<file path="src/hdl/dwp_pkg.sv">
`timescale 1ns / 1ps
// ----------------------------------------------------------------------------
// dwp_pkg
// Shared types and codes of the module word parser.
// ----------------------------------------------------------------------------
package dwp_pkg;

    localparam int DEFAULT_MAX_MODULES = 8;
    localparam int TABLE_W             = 64;
    localparam int MASK_W              = 8;
    localparam int COUNT_W             = 4;
    localparam int CHAN_SLOTS          = 34;
    localparam int QUEUE_DEPTH         = 2;

    localparam logic [1:0] TOP_SHORT  = 2'b00;
    localparam logic [1:0] TOP_HEADER = 2'b01;
    localparam logic [1:0] TOP_FOOTER = 2'b11;

    localparam logic [7:0] SUB_DUMMY = 8'h00;
    localparam logic [7:0] SUB_DATA  = 8'h10;
    localparam logic [7:0] SUB_EXT   = 8'h12;

    localparam logic [5:0] MAX_CHANNEL = 6'd33;

    localparam logic [1:0] CFG_ID_TABLE = 2'd0;
    localparam logic [1:0] CFG_QDC_MASK = 2'd1;
    localparam logic [1:0] CFG_IN_USE   = 2'd2;

    typedef enum logic [2:0] {
        CLS_HEADER,
        CLS_DATA,
        CLS_EXT,
        CLS_FOOTER,
        CLS_DUMMY,
        CLS_ILLEGAL
    } cls_t;

    typedef enum logic [2:0] {
        KIND_HEADER  = 3'd0,
        KIND_DATA    = 3'd1,
        KIND_EXT     = 3'd2,
        KIND_FOOTER  = 3'd3,
        KIND_DUMMY   = 3'd4,
        KIND_ILLEGAL = 3'd5,
        KIND_SKIPPED = 3'd6
    } kind_t;

    typedef enum logic [2:0] {
        ERR_NONE       = 3'd0,
        ERR_UNKNOWN_ID = 3'd1,
        ERR_NO_EVENT   = 3'd2,
        ERR_REPEAT_CH  = 3'd3,
        ERR_CH_RANGE   = 3'd4,
        ERR_ILLEGAL    = 3'd5
    } err_t;

    typedef struct packed {
        logic [31:0] word;
        logic        block_start;
        cls_t        cls;
        logic        id_hit;
        logic [2:0]  id_index;
    } mid_item_t;

    typedef struct packed {
        kind_t       kind;
        err_t        error_code;
        logic [2:0]  module_index;
        logic [5:0]  channel;
        logic [31:0] raw_word;
        logic [31:0] event_seq;
        logic [11:0] event_length;
        logic [45:0] timestamp;
    } res_t;

    localparam int MID_W = $bits(mid_item_t);
    localparam int RES_W = $bits(res_t);

endpackage

</file>
<file path="src/hdl/dwp_fifo.sv">
`timescale 1ns / 1ps
// ----------------------------------------------------------------------------
// dwp_fifo
// Small register queue with full and empty flags.
// ----------------------------------------------------------------------------
module dwp_fifo
    import dwp_pkg::*;
#(
    parameter int WIDTH = 8,
    parameter int DEPTH = QUEUE_DEPTH
)
(
    input  logic             clk,
    input  logic             rst_n,
    input  logic             wr,
    input  logic [WIDTH-1:0] wdata,
    input  logic             rd,
    output logic [WIDTH-1:0] rdata,
    output logic             full,
    output logic             empty
);

    localparam int AW = (DEPTH > 1) ? $clog2(DEPTH) : 1;
    localparam int CW = $clog2(DEPTH + 1);

    logic [WIDTH-1:0] mem [DEPTH];
    logic [AW-1:0]    wp_reg;
    logic [AW-1:0]    rp_reg;
    logic [CW-1:0]    cnt_reg;

    logic do_wr;
    logic do_rd;

    assign full  = (cnt_reg == CW'(DEPTH));
    assign empty = (cnt_reg == '0);
    assign do_wr = wr && !full;
    assign do_rd = rd && !empty;
    assign rdata = mem[rp_reg];

    function automatic logic [AW-1:0] ptr_inc(input logic [AW-1:0] p);
        ptr_inc = (p == AW'(DEPTH - 1)) ? '0 : p + AW'(1);
    endfunction

    always_ff @(posedge clk)
    begin
        if (do_wr)
        begin
            mem[wp_reg] <= wdata;
        end
    end

    always_ff @(posedge clk or negedge rst_n)
    begin
        if (!rst_n)
        begin
            wp_reg  <= '0;
            rp_reg  <= '0;
            cnt_reg <= '0;
        end
        else
        begin
            if (do_wr)
            begin
                wp_reg <= ptr_inc(wp_reg);
            end
            if (do_rd)
            begin
                rp_reg <= ptr_inc(rp_reg);
            end
            if (do_wr && !do_rd)
            begin
                cnt_reg <= cnt_reg + CW'(1);
            end
            else if (do_rd && !do_wr)
            begin
                cnt_reg <= cnt_reg - CW'(1);
            end
        end
    end

endmodule

</file>
<file path="src/hdl/dwp_front.sv">
`timescale 1ns / 1ps
// ----------------------------------------------------------------------------
// dwp_front
// Word classifier and module id lookup.
// ----------------------------------------------------------------------------
module dwp_front
    import dwp_pkg::*;
#(
    parameter int MAX_MODULES = DEFAULT_MAX_MODULES
)
(
    input  logic [31:0]        word,
    input  logic               block_start,
    input  logic [TABLE_W-1:0] id_table,
    input  logic [COUNT_W-1:0] in_use,
    output mid_item_t          item
);

    localparam logic [COUNT_W-1:0] MaxCnt = COUNT_W'(MAX_MODULES);

    logic [COUNT_W-1:0] search_n;
    logic [7:0]         hdr_id;
    logic [7:0]         sub;
    logic               hit;
    logic [2:0]         idx;
    cls_t               cls;

    assign search_n = (in_use > MaxCnt) ? MaxCnt : in_use;
    assign hdr_id   = word[23:16];
    assign sub      = word[29:22];

    // lowest matching entry wins
    always_comb
    begin
        hit = 1'b0;
        idx = '0;
        for (int k = MAX_MODULES - 1; k >= 0; k--)
        begin
            if ((COUNT_W'(k) < search_n) && (id_table[8*k +: 8] == hdr_id))
            begin
                hit = 1'b1;
                idx = 3'(k);
            end
        end
    end

    always_comb
    begin
        case (word[31:30])
            TOP_HEADER: cls = CLS_HEADER;
            TOP_FOOTER: cls = CLS_FOOTER;
            TOP_SHORT:
            begin
                case (sub)
                    SUB_DUMMY: cls = CLS_DUMMY;
                    SUB_DATA:  cls = CLS_DATA;
                    SUB_EXT:   cls = CLS_EXT;
                    default:   cls = CLS_ILLEGAL;
                endcase
            end
            default:    cls = CLS_ILLEGAL;
        endcase
    end

    always_comb
    begin
        item.word        = word;
        item.block_start = block_start;
        item.cls         = cls;
        item.id_hit      = hit;
        item.id_index    = idx;
    end

endmodule

</file>
<file path="src/hdl/dwp_back.sv">
`timescale 1ns / 1ps
// ----------------------------------------------------------------------------
// dwp_back
// Event state, channel record and per-module event counters.
// ----------------------------------------------------------------------------
module dwp_back
    import dwp_pkg::*;
#(
    parameter int MAX_MODULES = DEFAULT_MAX_MODULES
)
(
    input  logic              clk,
    input  logic              rst_n,
    input  logic              in_valid,
    input  mid_item_t         in_item,
    output logic              in_taken,
    input  logic [MASK_W-1:0] qdc_mask,
    input  logic              out_full,
    output logic              out_wr,
    output res_t              out_res
);

    localparam int CNT_AW = (MAX_MODULES > 1) ? $clog2(MAX_MODULES) : 1;

    logic                  event_open_reg, event_open_next;
    logic [2:0]            cur_module_reg, cur_module_next;
    logic [CHAN_SLOTS-1:0] filled_reg, filled_next;
    logic [15:0]           ext_val_reg, ext_val_next;
    logic                  ext_pres_reg, ext_pres_next;
    logic                  skip_reg, skip_next;
    logic [31:0]           cnt_reg [MAX_MODULES];

    logic        fire;
    logic        open_now;
    logic        skip_now;
    logic        cnt_inc;
    logic [31:0] cnt_plus;
    logic [4:0]  c5;
    logic [5:0]  c6;
    res_t        res;

    assign fire     = in_valid && !out_full;
    assign in_taken = fire;
    assign out_wr   = fire;
    assign out_res  = res;

    // block start clears the open event and skipping before decoding
    assign open_now = in_item.block_start ? 1'b0 : event_open_reg;
    assign skip_now = in_item.block_start ? 1'b0 : skip_reg;
    assign cnt_plus = cnt_reg[in_item.id_index[CNT_AW-1:0]] + 32'd1;
    assign c5       = in_item.word[20:16];
    assign c6       = in_item.word[21:16];

    always_comb
    begin
        event_open_next = open_now;
        skip_next       = skip_now;
        cur_module_next = cur_module_reg;
        filled_next     = filled_reg;
        ext_val_next    = ext_val_reg;
        ext_pres_next   = ext_pres_reg;
        cnt_inc         = 1'b0;

        res              = '0;
        res.kind         = KIND_SKIPPED;
        res.error_code   = ERR_NONE;
        res.raw_word     = in_item.word;

        if (!skip_now)
        begin
            case (in_item.cls)
                CLS_HEADER:
                begin
                    res.kind = KIND_HEADER;
                    if (!in_item.id_hit)
                    begin
                        res.error_code  = ERR_UNKNOWN_ID;
                        skip_next       = 1'b1;
                        event_open_next = 1'b0;
                    end
                    else
                    begin
                        cur_module_next  = in_item.id_index;
                        event_open_next  = 1'b1;
                        filled_next      = '0;
                        ext_val_next     = '0;
                        ext_pres_next    = 1'b0;
                        cnt_inc          = 1'b1;
                        res.module_index = in_item.id_index;
                        res.event_seq    = cnt_plus;
                        res.event_length = in_item.word[11:0];
                    end
                end
                CLS_DATA:
                begin
                    res.kind = KIND_DATA;
                    if (!open_now)
                    begin
                        res.error_code  = ERR_NO_EVENT;
                        skip_next       = 1'b1;
                        event_open_next = 1'b0;
                    end
                    else
                    begin
                        res.module_index = cur_module_reg;
                        if (qdc_mask[cur_module_reg])
                        begin
                            res.channel = {1'b0, c5};
                            if (filled_reg[{1'b0, c5}])
                            begin
                                res.error_code  = ERR_REPEAT_CH;
                                skip_next       = 1'b1;
                                event_open_next = 1'b0;
                            end
                            else
                            begin
                                filled_next[{1'b0, c5}] = 1'b1;
                            end
                        end
                        else
                        begin
                            res.channel = c6;
                            if (c6 > MAX_CHANNEL)
                            begin
                                res.error_code  = ERR_CH_RANGE;
                                skip_next       = 1'b1;
                                event_open_next = 1'b0;
                            end
                            else
                            begin
                                filled_next[c6] = 1'b1;
                            end
                        end
                    end
                end
                CLS_EXT:
                begin
                    res.kind = KIND_EXT;
                    if (!open_now)
                    begin
                        res.error_code  = ERR_NO_EVENT;
                        skip_next       = 1'b1;
                        event_open_next = 1'b0;
                    end
                    else
                    begin
                        res.module_index = cur_module_reg;
                        ext_val_next     = in_item.word[15:0];
                        ext_pres_next    = 1'b1;
                    end
                end
                CLS_FOOTER:
                begin
                    res.kind = KIND_FOOTER;
                    if (!open_now)
                    begin
                        res.error_code  = ERR_NO_EVENT;
                        skip_next       = 1'b1;
                        event_open_next = 1'b0;
                    end
                    else
                    begin
                        res.module_index = cur_module_reg;
                        res.timestamp    = {ext_pres_reg ? ext_val_reg : 16'h0,
                                            in_item.word[29:0]};
                        event_open_next  = 1'b0;
                    end
                end
                CLS_DUMMY:
                begin
                    res.kind = KIND_DUMMY;
                end
                default:
                begin
                    res.kind       = KIND_ILLEGAL;
                    res.error_code = ERR_ILLEGAL;
                end
            endcase
        end
    end

    always_ff @(posedge clk or negedge rst_n)
    begin
        if (!rst_n)
        begin
            event_open_reg <= 1'b0;
            cur_module_reg <= '0;
            filled_reg     <= '0;
            ext_val_reg    <= '0;
            ext_pres_reg   <= 1'b0;
            skip_reg       <= 1'b0;
            for (int k = 0; k < MAX_MODULES; k++)
            begin
                cnt_reg[k] <= '0;
            end
        end
        else if (fire)
        begin
            event_open_reg <= event_open_next;
            cur_module_reg <= cur_module_next;
            filled_reg     <= filled_next;
            ext_val_reg    <= ext_val_next;
            ext_pres_reg   <= ext_pres_next;
            skip_reg       <= skip_next;
            if (cnt_inc)
            begin
                cnt_reg[in_item.id_index[CNT_AW-1:0]] <= cnt_plus;
            end
        end
    end

    a_skip_holds: assert property (@(posedge clk) disable iff (!rst_n)
        fire && skip_reg && !in_item.block_start |=> skip_reg)
        else $error("skip state left without block start");

    a_skip_clean: assert property (@(posedge clk) disable iff (!rst_n)
        fire && res.kind == KIND_SKIPPED |->
            res.error_code == ERR_NONE && res.timestamp == '0 && res.event_seq == '0)
        else $error("skipped word carries result fields");

    a_footer_closes: assert property (@(posedge clk) disable iff (!rst_n)
        fire && res.kind == KIND_FOOTER && res.error_code == ERR_NONE |=> !event_open_reg)
        else $error("event still open after footer");

    a_error_skips: assert property (@(posedge clk) disable iff (!rst_n)
        fire && res.error_code != ERR_NONE && res.error_code != ERR_ILLEGAL
            |=> skip_reg && !event_open_reg)
        else $error("error did not start skipping");

endmodule

</file>
<file path="src/hdl/daq_module_word_parser.sv">
`timescale 1ns / 1ps
// ----------------------------------------------------------------------------
// daq_module_word_parser
// Readout word decoder: classifies module words and tracks open events.
// ----------------------------------------------------------------------------
// Input side is a queue: a word transfers on push while full is low. Results
// come out of a queue: the oldest result is on the ports while empty is low
// and transfers on pop. Configuration is written through cfg_valid/cfg_ready
// (always ready) with cfg_index 0 id table, 1 qdc mask, 2 modules in use;
// write it only while no word is in flight.
// The front classifies the word and looks up the header id against the
// table combinationally and places it in a two-entry queue. The back applies
// one word per cycle, while the result queue is not full, to the event state
// and counters and writes a two-entry result queue. A word is registered in
// the middle queue, then its result in the result queue and on the ports;
// one word per cycle is sustained while pop keeps up, limited by the state
// update in the back. When pop is held low the result queue fills, then the
// middle queue, and full rises after four words are waiting. Reset clears
// the queues, the event state, the event counters and the configuration.
// ----------------------------------------------------------------------------
module daq_module_word_parser
    import dwp_pkg::*;
#(
    parameter int MAX_MODULES = DEFAULT_MAX_MODULES
)
(
    input  logic               clk,
    input  logic               rst_n,
    input  logic               push,
    output logic               full,
    input  logic [31:0]        word,
    input  logic               block_start,
    output logic               empty,
    input  logic               pop,
    output logic [2:0]         kind,
    output logic [2:0]         error_code,
    output logic [2:0]         module_index,
    output logic [5:0]         channel,
    output logic [31:0]        raw_word,
    output logic [31:0]        event_seq,
    output logic [11:0]        event_length,
    output logic [45:0]        timestamp,
    input  logic               cfg_valid,
    output logic               cfg_ready,
    input  logic [1:0]         cfg_index,
    input  logic [TABLE_W-1:0] cfg_data
);

    logic [TABLE_W-1:0] id_table_reg;
    logic [MASK_W-1:0]  qdc_mask_reg;
    logic [COUNT_W-1:0] in_use_reg;

    mid_item_t front_item;
    mid_item_t mid_item;
    logic      mid_empty;
    logic      mid_taken;
    logic      res_wr;
    logic      res_full;
    res_t      back_res;
    res_t      out_res;

    assign cfg_ready = 1'b1;

    always_ff @(posedge clk or negedge rst_n)
    begin
        if (!rst_n)
        begin
            id_table_reg <= '0;
            qdc_mask_reg <= '0;
            in_use_reg   <= '0;
        end
        else if (cfg_valid && cfg_ready)
        begin
            case (cfg_index)
                CFG_ID_TABLE: id_table_reg <= cfg_data;
                CFG_QDC_MASK: qdc_mask_reg <= cfg_data[MASK_W-1:0];
                CFG_IN_USE:   in_use_reg   <= cfg_data[COUNT_W-1:0];
                default:      ;
            endcase
        end
    end

    dwp_front #(
        .MAX_MODULES (MAX_MODULES)
    ) u_front (
        .word        (word),
        .block_start (block_start),
        .id_table    (id_table_reg),
        .in_use      (in_use_reg),
        .item        (front_item)
    );

    dwp_fifo #(
        .WIDTH (MID_W),
        .DEPTH (QUEUE_DEPTH)
    ) u_mid_q (
        .clk   (clk),
        .rst_n (rst_n),
        .wr    (push),
        .wdata (front_item),
        .rd    (mid_taken),
        .rdata (mid_item),
        .full  (full),
        .empty (mid_empty)
    );

    dwp_back #(
        .MAX_MODULES (MAX_MODULES)
    ) u_back (
        .clk      (clk),
        .rst_n    (rst_n),
        .in_valid (!mid_empty),
        .in_item  (mid_item),
        .in_taken (mid_taken),
        .qdc_mask (qdc_mask_reg),
        .out_full (res_full),
        .out_wr   (res_wr),
        .out_res  (back_res)
    );

    dwp_fifo #(
        .WIDTH (RES_W),
        .DEPTH (QUEUE_DEPTH)
    ) u_res_q (
        .clk   (clk),
        .rst_n (rst_n),
        .wr    (res_wr),
        .wdata (back_res),
        .rd    (pop),
        .rdata (out_res),
        .full  (res_full),
        .empty (empty)
    );

    assign kind         = out_res.kind;
    assign error_code   = out_res.error_code;
    assign module_index = out_res.module_index;
    assign channel      = out_res.channel;
    assign raw_word     = out_res.raw_word;
    assign event_seq    = out_res.event_seq;
    assign event_length = out_res.event_length;
    assign timestamp    = out_res.timestamp;

endmodule
</file>
<file path="config.mk">
export PLATFORM = sky130hd
export DESIGN_NAME = daq_module_word_parser
export DESIGN_NICKNAME = d
export VERILOG_FILES = /design/src/hdl/dwp_pkg.sv /design/src/hdl/dwp_fifo.sv /design/src/hdl/dwp_front.sv /design/src/hdl/dwp_back.sv /design/src/hdl/daq_module_word_parser.sv
export SDC_FILE = /design/constraint.sdc
export NUM_CORES = 1
export LEC_CHECK = 0
export BUFFER_PORTS_ARGS = -buffer_cell sky130_fd_sc_hd__buf_2
export CORE_MARGIN = 8
export CORE_UTILIZATION = 32
export DETAILED_ROUTE_END_ITERATION = 6
export GPL_TIMING_DRIVEN = 0
export PLACE_DENSITY = 0.51
export SKIP_LAST_GASP = 1
export SYNTH_ARGS = -nofsm -noshare
export SYNTH_HDL_FRONTEND = slang
export SYNTH_SLANG_ARGS = --single-unit
</file>
<file path="constraint.sdc">
create_clock -name clk -period 7.9 [get_ports clk]
set_input_delay 1.58 -clock clk [delete_from_list [all_inputs] [get_ports clk]]
set_output_delay 1.58 -clock clk [all_outputs]
set_load 0.005 [all_outputs]
</file>
==> results.yml <==
outcome:
  run_status: "complete, but fails checks"
  violations: "DRC"
worst_hold_path:
  holdCritPathClass: "reg -> reg"
timing:
  max_slew_margin_pct: 9.362
  endpoints_failing_setup: 0
  setup_tns_ns: 0
  worst-slew-pin-transition_ns: 1.349
  final.min_clock_period_ns: 5.152
  setup_ws_ns: 2.748
  setup_repair_after_global_routing_missed_its_margin: "false"
  hold_violations: 0
  fin_crit_sh_pct: 65.22
  maxSlewViolCount: 0
  achievable_clock_frequency_mhz: 194.1
  fin_skew_ns: 0.04001
drt:
  totalWireLength_um: 94720
  antenna_violating_nets_post_route: 0
  via_per_inst: 4.978
  dr.first_iter.drc_count: 1560
  drt_pass1_iterations: 7
  detail_route.drc_violations: 2
  route.detailed.wl_per_inst_um: 21.80
  detailroute.via_count: 21625
die:
  chipHeight_um: 333.3
  chipWidth_um: 333.3
  placementRows: 116
  initial_core_util_pct: 32.22
  pin_count: 244
  design.die.area_um2: 111100
  design.core.area_um2: 100000
run:
  maxCapViolCount: 0
logic_synthesis:
  synth_area_leaders: "sky130_fd_sc_hd__edfxtp_1 33%, sky130_fd_sc_hd__dfrtp_1 31%, sky130_fd_sc_hd__mux2_2 8.5%"
  ys_seq_elements: 748
  top_cell_type_s_share_of_synthesized_area_pct: 33.00
  synth-seq-area-share_pct: 63.60
  synth_area_um2: 32220
  synth_cell_types: 74
  synth_fp_nets: 2733
  synth_top_cells_by_count: "529 x sky130_fd_sc_hd__nand2_1, 394 x sky130_fd_sc_hd__dfrtp_1, 354 x sky130_fd_sc_hd__edfxtp_1"
  synthesis.yosys.warnings: 0
  synth_edf_count: 354
  most_used_standard_cell_by_instance_count_after_synthesis: "sky130_fd_sc_hd__nand2_1"
  post_synth.cell_area_avg_um2: 12.27
  ys_async_sr_fraction_pct: 52.67
  post_synthesis_cell_count: 2626
  synth_top_flop_cell: "sky130_fd_sc_hd__dfrtp_1"
  area_leader_netlist: "sky130_fd_sc_hd__edfxtp_1"
power_and_ir_drop:
  worst_ir_drop_vdd_mv: 0.1678
  leakage_nw: 15.21
  powerDensity_nw_per_um2: 407.2
finish:
  drive_gt1_share_pct: 24.47
  area.growth.synth_to_final_pct: 19.09
  flip_flop_count_of_the_largest_register_all_copies_and_words_added: 274
  final_net_count: 3079
  layoutNonFillerInstCount: 4344
clock_network:
  numClockSinks: 748
  ctsLongestPathBuffers: 3
  cts.clk_slew.worst_paths_ns: 0.06
  tritoncts: "done"
  cts_hold_buffers: 0
  htreeDepth: 3
  cts-buffers-inserted: 85
  cts_setup_buffers: 0
  ctsRootBufferMaster: "sky130_fd_sc_hd__clkbuf_16"
  cts_resized: 0
  clock_latency_ns: 0.66
setup_path:
  cp.buffers_inverters: 3
  worstPathArrival_ns: 5.50
  critical_path.most_common_cell: "sky130_fd_sc_hd__buf_6"
  worstSetupEndpointType: "flop"
  setup.worst_path.start_class: "flop"
  timing.critical_path.cells: "buf_6 > mux2i_4 > buf_6 > nand2_1 > a32oi_1 > and3_1 > clkbuf_1 > ha_1 > o2111a_2 > nor4b_2 > nand3b_1 > nor3_2 > xor2_1 > nor2_1"
  timing_worst_setup_path_type: "reg -> reg"
  crit_slowest_cell: "sky130_fd_sc_hd__xor2_1"
  critical_path_peak_fanout: 10
  slowest_delay_ns: 0.73
  cp_data_required_time_ns: 8.25
  path_delay_family: "simple AND/OR/NAND/NOR gates"
global_routing:
  antenna_found_initial: 2
  pin_count_of_the_biggest_net_entering_global_routing: 110
  track_usage_pct: 16.73
  via_count_of_the_first_global_routing_pass: 21984
  grt_remaining_overflow: 0
  grt_first_pass_wirelength_um: 143200
place:
  dpl_worst_slack_ns: 2.717
  dp.cells: 4182
  place.gp.congestion: 0.7792
  numPortBuffers: 242
  detailedPlacementHpwl_um: 65060
-- through the flow --
| stage | util, % | cell area [um^2] | hold WS, ns | total power [W] |
|---|---|---|---|---|
| after floorplan | - | 32220 | 0.4418 | 0.009486 |
| after global placement | 35.05 | 35050 | 0.4566 | 0.01116 |
| after detailed placement | 35.44 | 35440 | 0.4627 | 0.01176 |
| after CTS | 38.36 | 38360 | 0.4756 | 0.01587 |
| after global routing | 38.36 | 38360 | 0.4974 | 0.01656 |
| final | 38.37 | 38370 | 0.4701 | 0.01562 |
-- worst paths after layout --
path | from | end | slack (ns) | depth (start not counted)
setup reg to reg | u_mid_q.rp_reg | u_res_q.mem[0][78] | 2.75 | 14
min in group asynchronous | rst_n | id_table_reg[59] | 0.84 | 1
hold reg to reg | u_back.ext_val_reg[9] | u_back.ext_val_reg[9] | 0.47 | 2
hold / removal | u_back.ext_val_reg[9] | u_back.ext_val_reg[9] | 0.47 | 2
max in group asynchronous | rst_n | u_back.cnt_reg[162] | 5.68 | 3
setup / recovery | u_mid_q.rp_reg | u_res_q.mem[0][78] | 2.75 | 14
-- layout by cell type, fill, tap and decap left out, types with 8 or more instances in the layout --
master / synthesis / layout
sky130_fd_sc_hd__mux2i_1: 37 / 37
sky130_fd_sc_hd__buf_2: 13 / 255
sky130_fd_sc_hd__clkbuf_8: 0 / 14
sky130_fd_sc_hd__nand4_1: 18 / 18
sky130_fd_sc_hd__nand3_1: 101 / 101
sky130_fd_sc_hd__clkbuf_1: 105 / 119
sky130_fd_sc_hd__clkinv_2: 0 / 16
sky130_fd_sc_hd__a21oi_1: 33 / 33
sky130_fd_sc_hd__nor4_1: 18 / 18
sky130_fd_sc_hd__o22ai_1: 15 / 15
sky130_fd_sc_hd__o21ai_0: 174 / 174
sky130_fd_sc_hd__nor2b_1: 15 / 15
sky130_fd_sc_hd__xor2_1: 55 / 55
sky130_fd_sc_hd__buf_12: 1 / 12
sky130_fd_sc_hd__and2_1: 21 / 21
sky130_fd_sc_hd__a32oi_1: 11 / 11
sky130_fd_sc_hd__xor2_2: 8 / 8
sky130_fd_sc_hd__clkbuf_16: 0 / 86
sky130_fd_sc_hd__buf_6: 12 / 12
sky130_fd_sc_hd__o21ai_1: 92 / 92
sky130_fd_sc_hd__dfrtp_1: 394 / 394
sky130_fd_sc_hd__buf_4: 12 / 12
sky130_fd_sc_hd__mux2_2: 244 / 244
sky130_fd_sc_hd__nor2_1: 120 / 117
sky130_fd_sc_hd__nor3_1: 17 / 17
sky130_fd_sc_hd__nand4_2: 10 / 10
sky130_fd_sc_hd__nand2_1: 529 / 529
sky130_fd_sc_hd__nor4_4: 10 / 10
sky130_fd_sc_hd__xnor2_1: 37 / 37
sky130_fd_sc_hd__clkinv_1: 0 / 12
sky130_fd_sc_hd__a32o_1: 33 / 33
sky130_fd_sc_hd__nand2b_1: 8 / 8
sky130_fd_sc_hd__inv_1: 37 / 37
sky130_fd_sc_hd__edfxtp_1: 354 / 354
-- cell type report --
type / count / area, um^2
sequential: 748 / 20490
multi-input combinational: 1694 / 10870
clock buffer: 114 / 2397
timing repair buffer: 259 / 1584
tap: 1298 / 1624
buffer: 147 / 742.0
inverter: 37 / 138.9
clock inverter: 45 / 515.5
fill: 9712 / 61630
antenna: 2 / 5.005
-- power breakdown --
group	internal, W	total [W]	switching (W)	leakage (nW)
clock network	0.00238	0.00405	0.00167	1.43
registers	0.00569	0.00618	0.000496	8.67
logic	0.00196	0.00539	0.00343	5.11
-- worst reg2reg max path, stage by stage (launching register included) --
cell	delay (ns)
sky130_fd_sc_hd__dfrtp_1	0.35
sky130_fd_sc_hd__buf_6	0.15
sky130_fd_sc_hd__mux2i_4	0.48
sky130_fd_sc_hd__buf_6	0.24
sky130_fd_sc_hd__nand2_1	0.07
sky130_fd_sc_hd__a32oi_1	0.21
sky130_fd_sc_hd__and3_1	0.22
sky130_fd_sc_hd__clkbuf_1	0.33
sky130_fd_sc_hd__ha_1	0.26
sky130_fd_sc_hd__o2111a_2	0.36
sky130_fd_sc_hd__nor4b_2	0.44
sky130_fd_sc_hd__nand3b_1	0.59
sky130_fd_sc_hd__nor3_2	0.30
sky130_fd_sc_hd__xor2_1	0.73
sky130_fd_sc_hd__nor2_1	0.13
-- routing by layer --
layer | up-vias | GRT usage [%] | wire length (um)
li1 | 10025 | - | -
met1 | 11012 | 22.66 | 42130
met2 | 481 | 27.88 | 45820
met3 | 107 | 3.073 | 5110
met4 | 0 | 3.792 | 1653
met5 | - | 0 | 0
-- cell families after synthesis --
family | share of synthesized area (%)
adder cells (fa/ha/maj) | 0.1165
multiplexers | 10.07
AND/OR/NAND/NOR | 13.28
other | 0.01164
AO/OA/AOI/OAI | 7.045
XOR/XNOR | 3.142
buffers and inverters | 2.734
flip-flops | 63.60
Power figures use the tool's default switching activity.
